<file path="src/rtl/core/wtps_pkg.sv">
`timescale 1ns / 1ps
`default_nettype none

package wtps_pkg;

    localparam int MAX_WORD = 64;
    localparam int WORD_AW  = (MAX_WORD > 1) ? $clog2(MAX_WORD) : 1;
    localparam int LEN_W    = $clog2(MAX_WORD + 1);

    localparam logic [7:0] CH_SLASH = 8'h2F;
    localparam logic [7:0] CH_P     = 8'h70;
    localparam logic [7:0] CH_SPACE = 8'h20;
    localparam logic [7:0] CH_TAB   = 8'h09;
    localparam logic [7:0] CH_CR    = 8'h0D;
    localparam logic [7:0] CH_LF    = 8'h0A;

    typedef struct packed {
        logic       kind;
        logic [7:0] ch;
    } in_beat_t;

    typedef struct packed {
        logic [7:0] out_byte;
        logic       is_tag;
        logic       pair_end;
        logic       truncated;
        logic       last;
    } out_beat_t;

    typedef enum logic [1:0] {
        PLAN_NONE,
        PLAN_ONE,
        PLAN_TWO,
        PLAN_BURST
    } plan_t;

    typedef enum logic [1:0] {
        ST_IDLE,
        ST_MARK,
        ST_FETCH,
        ST_SEND
    } state_t;

    // Controller to datapath
    typedef struct packed {
        logic accept;
        logic load_mark;
        logic rd_en;
        logic load_mem;
    } ctl_cmd_t;

    // Datapath to controller
    typedef struct packed {
        plan_t plan;
        logic  out_free;
        logic  burst_last;
    } ctl_stat_t;

    function automatic logic is_space(input logic [7:0] c);
        return (c == CH_SPACE) || (c == CH_TAB) || (c == CH_CR) || (c == CH_LF);
    endfunction

endpackage

`default_nettype wire

</file>
<file path="src/rtl/core/wtps_ctrl.sv">
`timescale 1ns / 1ps
`default_nettype none

module wtps_ctrl (
    input  wire                 aclk,
    input  wire                 aresetn,
    input  wire                 s_valid,
    output logic                s_ready,
    input  wtps_pkg::ctl_stat_t stat,
    output wtps_pkg::ctl_cmd_t  cmd
);
    import wtps_pkg::*;

    state_t state_reg;
    state_t state_next;

    always_ff @(posedge aclk) begin
        if (!aresetn) begin
            state_reg <= ST_IDLE;
        end else begin
            state_reg <= state_next;
        end
    end

    always_comb begin
        state_next = state_reg;
        cmd        = '0;
        s_ready    = 1'b0;
        case (state_reg)
            ST_IDLE: begin
                s_ready = stat.out_free;
                if (s_valid && stat.out_free) begin
                    cmd.accept = 1'b1;
                    case (stat.plan)
                        PLAN_TWO:   state_next = ST_MARK;
                        PLAN_BURST: state_next = ST_FETCH;
                        default:    state_next = ST_IDLE;
                    endcase
                end
            end
            ST_MARK: begin
                if (stat.out_free) begin
                    cmd.load_mark = 1'b1;
                    state_next    = ST_IDLE;
                end
            end
            ST_FETCH: begin
                cmd.rd_en  = 1'b1;
                state_next = ST_SEND;
            end
            ST_SEND: begin
                if (stat.out_free) begin
                    cmd.load_mem = 1'b1;
                    state_next   = stat.burst_last ? ST_IDLE : ST_FETCH;
                end
            end
            default: begin
                state_next = ST_IDLE;
            end
        endcase
    end

endmodule

`default_nettype wire

</file>
<file path="src/rtl/core/wtps_datapath.sv">
`timescale 1ns / 1ps
`default_nettype none

module wtps_datapath (
    input  wire                 aclk,
    input  wire                 aresetn,
    input  wtps_pkg::in_beat_t  s_payload,
    input  wtps_pkg::ctl_cmd_t  cmd,
    output wtps_pkg::ctl_stat_t stat,
    output logic                m_valid,
    output wtps_pkg::out_beat_t m_payload,
    input  wire                 m_ready
);
    import wtps_pkg::*;

    logic [7:0] mem [MAX_WORD];

    logic [LEN_W-1:0]   stored_len_reg, stored_len_next;
    logic [LEN_W-1:0]   trim_len_reg, trim_len_next;
    logic               in_tag_reg, in_tag_next;
    logic               kept_reg, kept_next;
    logic               started_reg, started_next;
    logic               tag_p_reg, tag_p_next;
    logic               cut_reg, cut_next;
    logic               mark_cut_reg;
    logic [LEN_W-1:0]   burst_len_reg;
    logic [WORD_AW-1:0] rd_ptr_reg;
    logic [7:0]         rd_data_reg;
    logic               m_valid_reg;
    out_beat_t          out_reg;

    logic       is_lower, is_digit, is_slash, is_sp;
    logic       wr_en;
    logic       load_imm;
    plan_t      plan;
    out_beat_t  imm;
    out_beat_t  marker;

    assign is_lower = s_payload.ch inside {[8'h61:8'h7A]};
    assign is_digit = s_payload.ch inside {[8'h30:8'h39]};
    assign is_slash = (s_payload.ch == CH_SLASH);
    assign is_sp    = is_space(s_payload.ch);

    always_comb begin
        marker           = '0;
        marker.pair_end  = 1'b1;
        marker.truncated = cut_reg;
        marker.last      = 1'b1;
    end

    always_comb begin
        stored_len_next = stored_len_reg;
        trim_len_next   = trim_len_reg;
        in_tag_next     = in_tag_reg;
        kept_next       = kept_reg;
        started_next    = started_reg;
        tag_p_next      = tag_p_reg;
        cut_next        = cut_reg;
        wr_en           = 1'b0;
        plan            = PLAN_NONE;
        imm             = marker;

        if (s_payload.kind) begin
            // end of line: close an open tag, drop a pending word
            plan            = (in_tag_reg && kept_reg) ? PLAN_ONE : PLAN_NONE;
            stored_len_next = '0;
            trim_len_next   = '0;
            in_tag_next     = 1'b0;
            kept_next       = 1'b0;
            started_next    = 1'b0;
            tag_p_next      = 1'b0;
            cut_next        = 1'b0;
        end else if (in_tag_reg && is_lower) begin
            plan         = kept_reg ? PLAN_ONE : PLAN_NONE;
            imm          = '0;
            imm.out_byte = s_payload.ch;
            imm.is_tag   = 1'b1;
            imm.last     = 1'b1;
            if (!started_reg) begin
                started_next = 1'b1;
                tag_p_next   = (s_payload.ch == CH_P);
            end
        end else if (in_tag_reg && is_digit && tag_p_reg) begin
            // digit byte now, marker on the following beat
            plan         = kept_reg ? PLAN_TWO : PLAN_NONE;
            imm          = '0;
            imm.out_byte = s_payload.ch;
            imm.is_tag   = 1'b1;
            in_tag_next  = 1'b0;
            kept_next    = 1'b0;
            started_next = 1'b0;
            tag_p_next   = 1'b0;
            cut_next     = 1'b0;
        end else begin
            if (in_tag_reg) begin
                plan         = kept_reg ? PLAN_ONE : PLAN_NONE;
                in_tag_next  = 1'b0;
                kept_next    = 1'b0;
                started_next = 1'b0;
                tag_p_next   = 1'b0;
                cut_next     = 1'b0;
            end
            if (is_slash) begin
                kept_next       = (trim_len_reg != '0);
                if (trim_len_reg == '0) begin
                    cut_next = 1'b0;
                end
                if (!in_tag_reg && (trim_len_reg != '0)) begin
                    plan = PLAN_BURST;
                end
                stored_len_next = '0;
                trim_len_next   = '0;
                in_tag_next     = 1'b1;
                started_next    = 1'b0;
                tag_p_next      = 1'b0;
            end else if ((stored_len_reg == '0) && is_sp) begin
                // drop leading whitespace
            end else if (stored_len_reg == LEN_W'(MAX_WORD)) begin
                if (!is_sp) begin
                    cut_next = 1'b1;
                end
            end else begin
                wr_en           = 1'b1;
                stored_len_next = stored_len_reg + LEN_W'(1);
                if (!is_sp) begin
                    trim_len_next = stored_len_reg + LEN_W'(1);
                end
            end
        end
    end

    assign load_imm = cmd.accept && ((plan == PLAN_ONE) || (plan == PLAN_TWO));

    always_ff @(posedge aclk) begin
        if (!aresetn) begin
            stored_len_reg <= '0;
            trim_len_reg   <= '0;
            in_tag_reg     <= 1'b0;
            kept_reg       <= 1'b0;
            started_reg    <= 1'b0;
            tag_p_reg      <= 1'b0;
            cut_reg        <= 1'b0;
        end else if (cmd.accept) begin
            stored_len_reg <= stored_len_next;
            trim_len_reg   <= trim_len_next;
            in_tag_reg     <= in_tag_next;
            kept_reg       <= kept_next;
            started_reg    <= started_next;
            tag_p_reg      <= tag_p_next;
            cut_reg        <= cut_next;
        end
    end

    always_ff @(posedge aclk) begin
        if (cmd.accept && wr_en) begin
            mem[stored_len_reg[WORD_AW-1:0]] <= s_payload.ch;
        end
        if (cmd.rd_en) begin
            rd_data_reg <= mem[rd_ptr_reg];
        end
    end

    always_ff @(posedge aclk) begin
        if (cmd.accept) begin
            mark_cut_reg  <= cut_reg;
            burst_len_reg <= trim_len_reg;
            rd_ptr_reg    <= '0;
        end else if (cmd.load_mem) begin
            rd_ptr_reg <= rd_ptr_reg + WORD_AW'(1);
        end
    end

    always_ff @(posedge aclk) begin
        if (!aresetn) begin
            m_valid_reg <= 1'b0;
        end else if (load_imm || cmd.load_mark || cmd.load_mem) begin
            m_valid_reg <= 1'b1;
        end else if (m_ready) begin
            m_valid_reg <= 1'b0;
        end
    end

    always_ff @(posedge aclk) begin
        if (load_imm) begin
            out_reg <= imm;
        end else if (cmd.load_mark) begin
            out_reg <= '{out_byte: 8'h00, is_tag: 1'b0, pair_end: 1'b1,
                         truncated: mark_cut_reg, last: 1'b1};
        end else if (cmd.load_mem) begin
            out_reg <= '{out_byte: rd_data_reg, is_tag: 1'b0, pair_end: 1'b0,
                         truncated: 1'b0, last: stat.burst_last};
        end
    end

    assign stat.plan       = plan;
    assign stat.out_free   = !m_valid_reg || m_ready;
    assign stat.burst_last = (LEN_W'(rd_ptr_reg) + LEN_W'(1)) == burst_len_reg;

    assign m_valid   = m_valid_reg;
    assign m_payload = out_reg;

`ifndef ASSERT_OFF
    a_tag_empty_store: assert property (@(posedge aclk) disable iff (!aresetn)
        in_tag_reg |-> (stored_len_reg == '0))
        else $error("store not empty in tag phase");

    a_kept_in_tag: assert property (@(posedge aclk) disable iff (!aresetn)
        kept_reg |-> in_tag_reg)
        else $error("pair kept outside tag phase");

    a_len_order: assert property (@(posedge aclk) disable iff (!aresetn)
        (trim_len_reg <= stored_len_reg) && (stored_len_reg <= LEN_W'(MAX_WORD)))
        else $error("word lengths out of order");

    a_burst_bound: assert property (@(posedge aclk) disable iff (!aresetn)
        cmd.load_mem |-> (LEN_W'(rd_ptr_reg) < burst_len_reg))
        else $error("burst read beyond word");
`endif

endmodule

`default_nettype wire

</file>
<file path="src/rtl/core/word_tag_pair_splitter.sv">
// Output: a tag byte, or a pair marker not closed by a digit, is presented the cycle after
//   its input beat; a closing digit's marker follows it, and word bytes are read then sent.
// Throughput: one input beat per cycle while the result side keeps up; a digit that
//   closes a tag holds the input until its marker is loaded; a slash that releases a word
//   of n bytes holds the input while each byte is read, then sent; stalls hold it longer.
// Reset: aresetn, synchronous, active low, clears state, lengths and valid; store kept.
`timescale 1ns / 1ps
`default_nettype none

module word_tag_pair_splitter (
    input  wire                 aclk,
    input  wire                 aresetn,
    input  wire                 s_valid,
    output logic                s_ready,
    input  wtps_pkg::in_beat_t  s_payload,
    output logic                m_valid,
    input  wire                 m_ready,
    output wtps_pkg::out_beat_t m_payload
);
    import wtps_pkg::*;

    // Command and status between sequencer and datapath
    ctl_cmd_t  cmd;
    ctl_stat_t stat;

    // Sequencer: take a beat, then hold for a pair marker or a word burst
    wtps_ctrl u_ctrl (
        .aclk    (aclk),
        .aresetn (aresetn),
        .s_valid (s_valid),
        .s_ready (s_ready),
        .stat    (stat),
        .cmd     (cmd)
    );

    // Datapath: classify the byte, buffer the word, drive the result register
    wtps_datapath u_datapath (
        .aclk      (aclk),
        .aresetn   (aresetn),
        .s_payload (s_payload),
        .cmd       (cmd),
        .stat      (stat),
        .m_valid   (m_valid),
        .m_payload (m_payload),
        .m_ready   (m_ready)
    );

endmodule

`default_nettype wire

</file>
<file path="config.mk">
export PLATFORM = sky130hd
export DESIGN_NAME = word_tag_pair_splitter
export DESIGN_NICKNAME = d
export VERILOG_FILES = /design/src/rtl/core/wtps_pkg.sv /design/src/rtl/core/wtps_ctrl.sv /design/src/rtl/core/wtps_datapath.sv /design/src/rtl/core/word_tag_pair_splitter.sv
export SDC_FILE = /design/constraint.sdc
export NUM_CORES = 1
export LEC_CHECK = 0
export BUFFER_PORTS_ARGS = -buffer_cell sky130_fd_sc_hd__buf_2
export CAP_MARGIN = 20
export CORE_AREA = 2 2 199 201
export DETAILED_ROUTE_END_ITERATION = 10
export DIE_AREA = 0 0 201 203
export PLACE_DENSITY_LB_ADDON = 0.12
export SLEW_MARGIN = 10
export SYNTH_ARGS = -nofsm -noshare
export SYNTH_HDL_FRONTEND = slang
export SYNTH_HIERARCHICAL = 1
export SYNTH_SLANG_ARGS = --single-unit
</file>
<file path="constraint.sdc">
create_clock -name aclk -period 5.95 [get_ports aclk]
set_clock_uncertainty 0.1 [all_clocks]
set_input_delay 1.19 -clock aclk [delete_from_list [all_inputs] [get_ports aclk]]
set_output_delay 1.19 -clock aclk [all_outputs]
set_load 0.02 [all_outputs]
</file>
==> results.tsv, run 1 <==
stage	metric	value	unit
worst_hold_path	Hold Crit Class	reg -> reg	
critical_path	CP Capture Type	flop	
synthesis	synth warn	6	
detailed_routing	vias per cell	6.53	
global_routing	largest net degree at the start of global routing	66	
critical_path	Required @ worst endpoint	6.09	ns
clocking	Clk pin slew, worst setup/hold paths	0.06	ns
detailed_routing	detailed-router iteration count before antenna repair	5	
clocking	Worst-Skew Late Latency	0.62	ns
floorplan	IO Pins	27	
synthesis	synthesis-stage register bit count	568	
finish	Layout area overhead	13.2	%
timing	RSZ-0062 raised after global routing	false	
clocking	root buffer cell	clkbuf_16	
pwr	NetSw	1580	uW
synthesis	synth unique cells	70	
timing	Worst slew margin	0.309	
synthesis	number of synthesized flops with an enable pin	540	
finish	commonest non-fill, non-tap cell in the layout	edfxtp_1	
timing	Fin Hold WS	0.360	ns
finish	# fillers	2549	
critical_path	R2R cell count	7	
clocking	hold_buf cts	0	
global_routing	first-pass GRT wire length	81100	um
finish	Largest register FFs	512	
timing	Slew Viols, Final	0	
worst_hold_path	Worst Hold Depth	0	
clocking	H-tree depth	2	
clocking	CTS Buf Count	56	
pwr	switching share of power	0.194	
worst_hold_path	Hold EP	u_datapath/mark_cut_reg	
floorplan	FP Rows	72	
floorplan	die area	40800	um^2
timing	Fmax achieved	239	MHz
synthesis	Seq/Total Area, Yosys	0.733	
timing	Tcrit/Tclk final	0.702	
critical_path	R2R setup slack	2.39	ns
detailed_routing	total number of vias	12600	
run_status	outcome	complete, no violations	
floorplan	total core area	38500	um^2
critical_path	RR Startpoint	u_datapath/rd_ptr_reg[0]	
clocking	CTS tree	done	
clocking	Sink Count	568	
detailed_routing	# DRC	0	
detailed_routing	drt wl/cell	28.2	um
clocking	Max clock buf depth	3	
finish	final net count	1389	
placed_design	port buffer count	26	
synthesis	Post-synth top flop	edfxtp_1	
run	maxcap violations	0	
floorplan	Die Height	203	um
floorplan	Starting Density	0.595	
placed_design	Placed Cells	1831	
global_routing	vias in the first global route	12200	
finish	Reg area	16800	um^2
critical_path	Critical Path Source Type	primary input	
pwr	Leak	0.00808	uW
worst_hold_path	Hold Crit Start	u_datapath/cut_reg	
floorplan	die width	201	um
critical_path	Critical Path Fanout Max	38	
pwr	Int Power	6580	uW
global_routing	gr ovfl total	0	
timing	Least-Margin Pin Slew	1.03	ns
synthesis	synthesized net count	1303	
detailed_routing	Routed WL	54700	um
critical_path	Setup Crit Path Kind	in -> reg	
finish	Post-Layout Cell Count	1937	
finish	area taken by multi-input logic gates	5690	um^2
detailed_routing	Final ANT Viol Nets	0	
clocking	post-CTS sizing	0	
detailed_routing	Initial DRC Count	1433	
synthesis	ys async rst share	0	
pwr	VDD IR max	0.276	mV
timing	Final setup violation count	0	
critical_path	worst r2r dst	u_datapath/rd_data_reg[5]	
finish	number of diodes	0	
finish	share of cells above drive strength 1	0.224	
synthesis	Cell Area, Synth	22900	um^2
pwr	Clk pwr share	0.446	
global_routing	GRT Overall Usage	0.275	
global_routing	initial antenna violation count	3	
pwr	power per cell area	315	nW/um^2
placed_design	post-DP HPWL	34200	um
finish	most frequent cells in the layout	edfxtp_1, mux4_2, buf_4	
synthesis	Mapped Cells	1287	
pwr	Seq pwr share	0.537	
placed_design	gpl congestion	0.857	
clocking	number of post-CTS setup repair buffers	0	
timing	setup TNS	0	ns
critical_path	CP Data Arrival Time	4.31	ns
timing	min Tclk post-route	4.18	ns
timing	final hold violation count	0	
pwr	Comb pwr share	0.018	
synthesis	Syn Area/Cell	17.8	um^2
[synthesized netlist by cell type (3+ instances only)]
library cell,count,area (um^2)
nor2_1,40,150
a41oi_1,4,35.0
nand3b_1,6,45.0
a21oi_1,11,55.1
mux2_2,3,33.8
buf_1,18,67.6
nand3_1,33,165
o2111ai_1,10,87.6
nor4_1,3,18.8
a31oi_1,7,43.8
dfxtp_1,28,561
nand2_1,57,214
xnor2_1,8,70.1
nand2b_1,6,37.5
or4_1,4,30.0
xor2_1,8,70.1
ha_1,3,37.5
nand4_1,7,43.8
nor3_1,74,370
inv_1,10,37.5
and2_1,5,31.3
or2_2,3,18.8
o21ai_0,16,80.1
a22o_1,7,61.3
buf_2,24,120
a21o_1,3,22.5
or3_1,14,87.6
o211ai_1,5,37.5
mux2i_1,70,701
and3_1,6,37.5
clkbuf_1,42,158
a31o_2,7,61.3
a22oi_1,34,255
mux4_2,98,2210
nor2b_1,11,68.8
edfxtp_1,540,16200
o22ai_1,15,93.8
[power groups by stage]
stage                     registers, uW  logic, uW  clock network [uW]
after global placement             4460        141                   0
after detailed placement           4460        144                   0
after global routing               4380        154                3840
after floorplan                    4470       47.2                   0
final                              4380        144                3640
after CTS                          4380        143                3690
[kinds of logic after synthesis]
group / share of synthesized area
compound gates: 0.0470
fa+ha+maj: 0.00164
simple gates: 0.0653
flops: 0.733
buf+inv: 0.0179
mux: 0.129
xor+xnor: 0.00613
[final cells by class]
| class | instances | area share |
|---|---|---|
| clock buffers | 66 | 0.0564 |
| flip-flops and latches | 568 | 0.649 |
| repair buffers | 115 | 0.0318 |
| clock inverters | 38 | 0.0170 |
| inverters | 10 | 0.00145 |
| multi-input cells | 622 | 0.220 |
| well taps | 518 | 0.0250 |
[layer usage]
layer	track usage	vias up	wire, um
met1	0.386	6520	21900
met5	0	-	27
met4	0.0847	4	1520
met3	0.0669	105	4970
li1	-	5416	-
met2	0.435	599	26300
[critical path, cell delays in order]
cell and delay (ns):
buf_2 0.26, or4_4 0.61, o2111ai_2 0.24, a32oi_1 0.08, buf_4 0.20, or3_2 0.50, buf_4 0.30, nor3_1 0.89
[stage by stage]
stage               instance area [um^2]  utilization  setup slack, ns  total power [uW]
floorplan                          22900            -             1.70              4510
finish                             25900        0.673             1.77              8160
detailed placement                 24000        0.623             1.11              4610
global route                       25900        0.673             1.64              8370
CTS                                25900        0.673             1.76              8210
global placement                   24000        0.623             1.22              4610
[how the worst max path moves through the flow]
stage | from | endpoint | slack, ns
floorplan | m_ready | u_datapath/mem[12][0] | 1.70
global placement | s_payload[1] | u_datapath/mem[11][6] | 1.22
detailed placement | s_payload[1] | u_datapath/mem[11][7] | 1.11
CTS | s_payload[1] | u_datapath/mem[11][5] | 1.76
global route | s_payload[1] | u_datapath/mem[14][5] | 1.64
finish | s_payload[1] | u_datapath/mem[14][5] | 1.77
Power figures use the tool's default switching activity.
==> run 2: changes to the inputs <==
--- a/config.mk
+++ b/config.mk
@@ -5,11 +5,12 @@
 export SDC_FILE = /design/constraint.sdc
 export NUM_CORES = 1
 export LEC_CHECK = 0
+export ABC_AREA = 1
 export BUFFER_PORTS_ARGS = -buffer_cell sky130_fd_sc_hd__buf_2
 export CAP_MARGIN = 20
-export CORE_AREA = 2 2 199 201
+export CORE_AREA = 2 2 208 210
 export DETAILED_ROUTE_END_ITERATION = 10
-export DIE_AREA = 0 0 201 203
+export DIE_AREA = 0 0 210 212
 export PLACE_DENSITY_LB_ADDON = 0.12
 export SLEW_MARGIN = 10
 export SYNTH_ARGS = -nofsm -noshare
==> constraint.sdc (replaced) <==
create_clock -name aclk -period 3.51 [get_ports aclk]
set_clock_uncertainty 0.1 [all_clocks]
set_input_delay 0.702 -clock aclk [delete_from_list [all_inputs] [get_ports aclk]]
set_output_delay 0.702 -clock aclk [all_outputs]
set_load 0.02 [all_outputs]
==> results.tsv, run 2 <==
stage	metric	value	unit
pwr	VDD IR max	0.423	mV
synthesis	Post-synth top flop	edfxtp_1	
clocking	number of post-CTS setup repair buffers	0	
synthesis	top cells by count, synth	edfxtp_1, nand2_1, nor2_1	
timing	Final setup violation count	0	
clocking	CTS Buf Count	56	
critical_path	R2R setup slack	0.66	ns
timing	min Tclk post-route	2.85	ns
critical_path	Setup Crit Path Kind	reg -> reg	
critical_path	Required @ worst endpoint	3.67	ns
timing	Slew Viols, Final	0	
critical_path	CP Data Arrival Time	3.00	ns
global_routing	vias in the first global route	15700	
clocking	Max clock buf depth	3	
synthesis	Syn Area/Cell	11.1	um^2
detailed_routing	Initial DRC Count	1879	
timing	post-layout worst setup margin	0.663	ns
clocking	hold_buf cts	0	
worst_hold_path	Hold EP	u_datapath/started_reg	
finish	Largest register FFs	512	
synthesis	synth warn	6	
pwr	Leak	0.00977	uW
synthesis	top post-synthesis cells by area	edfxtp_1, nand2_1, nand3_1	
timing	RSZ-0062 raised after global routing	false	
global_routing	largest net degree at the start of global routing	95	
synthesis	Cell Area, Synth	23900	um^2
global_routing	GRT Overall Usage	0.286	
placed_design	pre-CTS setup slack	0.257	ns
finish	share of cells above drive strength 1	0.104	
finish	Layout area overhead	11.6	%
critical_path	Bufs and invs on worst path	3	
finish	Reg area	16800	um^2
timing	Least-Margin Pin Slew	0.968	ns
critical_path	worst r2r dst	u_datapath/mem[49][3]	
run_status	outcome	complete, no violations	
placed_design	post-DP HPWL	39300	um
finish	commonest non-fill, non-tap cell in the layout	edfxtp_1	
pwr	power per cell area	513	nW/um^2
placed_design	port buffer count	26	
timing	setup TNS	0	ns
synthesis	synthesized net count	2165	
run	maxcap violations	0	
floorplan	Die Height	212	um
floorplan	Starting Density	0.562	
worst_hold_path	Hold Crit Start	u_datapath/started_reg	
floorplan	die width	210	um
clocking	Worst-Skew Late Latency	0.62	ns
detailed_routing	Final ANT Viol Nets	0	
placed_design	gpl congestion	0.931	
detailed_routing	vias per cell	5.87	
finish	most frequent cells in the layout	edfxtp_1, nand2_1, nor2_1	
timing	Worst slew margin	0.355	
clocking	root buffer cell	clkbuf_16	
synthesis	synth unique cells	36	
worst_hold_path	Hold Crit Class	reg -> reg	
synthesis	ys async rst share	0	
global_routing	first-pass GRT wire length	94600	um
detailed_routing	drt wl/cell	22.4	um
synthesis	most common cell in the netlist	edfxtp_1	
clocking	H-tree depth	2	
detailed_routing	total number of vias	16400	
critical_path	Critical Path Source Type	flop	
critical_path	RR Startpoint	u_datapath/stored_len_reg[0]	
detailed_routing	# DRC	0	
critical_path	most frequent CP cell	buf_4	
worst_hold_path	Worst Hold Depth	2	
clocking	CTS tree	done	
clocking	Clk pin slew, worst setup/hold paths	0.06	ns
synthesis	synthesis-stage register bit count	568	
critical_path	slowest CP cell	nor2_1	
clocking	post-CTS sizing	0	
critical_path	CP delay by family, top	simple AND/OR/NAND/NOR gates	
timing	Tcrit/Tclk final	0.811	
synthesis	post-synth top area share	0.679	
finish	# fillers	3325	
synthesis	number of synthesized flops with an enable pin	540	
critical_path	R2R cell count	9	
finish	area taken by multi-input logic gates	6250	um^2
floorplan	FP Rows	76	
finish	final net count	2215	
detailed_routing	detailed-router iteration count before antenna repair	6	
floorplan	die area	44500	um^2
synthesis	area leader, netlist	edfxtp_1	
detailed_routing	Routed WL	62500	um
clocking	Sink Count	568	
global_routing	initial antenna violation count	1	
timing	final hold violation count	0	
synthesis	Seq/Total Area, Yosys	0.702	
floorplan	total core area	42500	um^2
global_routing	gr ovfl total	0	
critical_path	crit-path max cell delay	0.49	ns
timing	Fmax achieved	351	MHz
critical_path	worst path cell trace	inv_1, ha_1, nand3_1, nor3_2, a21oi_2, buf_4, nand4_1, buf_4, nor2_1	
synthesis	Mapped Cells	2149	
critical_path	CP Capture Type	flop	
floorplan	IO Pins	27	
critical_path	Critical Path Fanout Max	12	
## run 2: cell types whose count changed in the layout (fill, tap and decap cells not counted), sizes merged, moves of 26 or more
| cell | previous run | this run |
|---|---|---|
| mux4 | 98 | 0 |
| nand3 | 33 | 269 |
| mux2i | 70 | 0 |
| inv | 12 | 70 |
| o21ai | 16 | 172 |
| nand2 | 57 | 531 |
| nor2 | 40 | 287 |
| a21oi | 12 | 38 |
| a22oi | 34 | 0 |
| nor3 | 74 | 18 |
## run 2: worst reg2reg max path, cell delays in order (launching register included)
cell and delay [ns]:
dfxtp_1 0.48, inv_1 0.17, ha_1 0.22, nand3_1 0.14, nor3_2 0.08, a21oi_2 0.14, buf_4 0.26, nand4_1 0.18
buf_4 0.22, nor2_1 0.49
## run 2: cell type report
type	count	area share
Sequential cell	568	0.629
Multi-Input combinational cell	1387	0.234
Clock buffer	70	0.0553
Timing Repair Buffer	117	0.0333
Tap cell	546	0.0256
Clock inverter	35	0.0121
Inverter	69	0.00999
Antenna cell	1	0.0000938
## run 2: kinds of logic after synthesis
logic type | Yosys count | share of synthesized area
flip-flops | 568 | 0.702
AO/OA/AOI/OAI | 247 | 0.0547
AND/OR/NAND/NOR | 1128 | 0.202
XOR/XNOR | 9 | 0.00330
buffers and inverters | 194 | 0.0364
adder cells (fa/ha/maj) | 3 | 0.00157
## run 2: routing by layer
layer	share of wire	global-route usage	wire length, um
met3	0.079	0.0442	4940
met1	0.41	0.398	25800
met4	0.034	0.114	2150
met5	0	0	0
met2	0.47	0.460	29600
## run 2: how the worst max path moves through the flow
| stage | startpoint | endpoint | slack [ns] | cells past startpoint |
|---|---|---|---|---|
| 5_1_grt | u_ctrl/state_reg[1] | u_datapath/mem[49][4] | 0.56 | 9 |
| 2_1_floorplan | m_ready | u_datapath/mem[57][0] | 0.28 | 9 |
| 6_report | u_datapath/stored_len_reg[0] | u_datapath/mem[49][3] | 0.66 | 9 |
| 3_5_place_dp | s_payload[4] | u_datapath/mem[49][6] | 0.26 | 11 |
| 3_3_place_gp | s_payload[4] | u_datapath/mem[49][2] | 0.37 | 11 |
| 4_1_cts | u_datapath/stored_len_reg[0] | u_datapath/mem[49][3] | 0.73 | 9 |
## run 2: through the flow
step / total power, uW / utilization / hold WS (ns) / area [um^2] / instances
3_3_place_gp: 7980 / 0.585 / 0.341 / 24900 / 2687
3_5_place_dp: 7980 / 0.585 / 0.350 / 24900 / 2687
6_report: 13700 / 0.627 / 0.368 / 26700 / 2793
5_1_grt: 14000 / 0.627 / 0.371 / 26700 / 2793
4_1_cts: 13800 / 0.627 / 0.361 / 26700 / 2792
2_1_floorplan: 7770 / - / 0.324 / 23900 / 2149
## run 2: power by group
part	switching [uW]	internal, uW	total (uW)
combinational	290	75.1	365
clock	2490	3340	5830
sequential	25.7	7450	7470
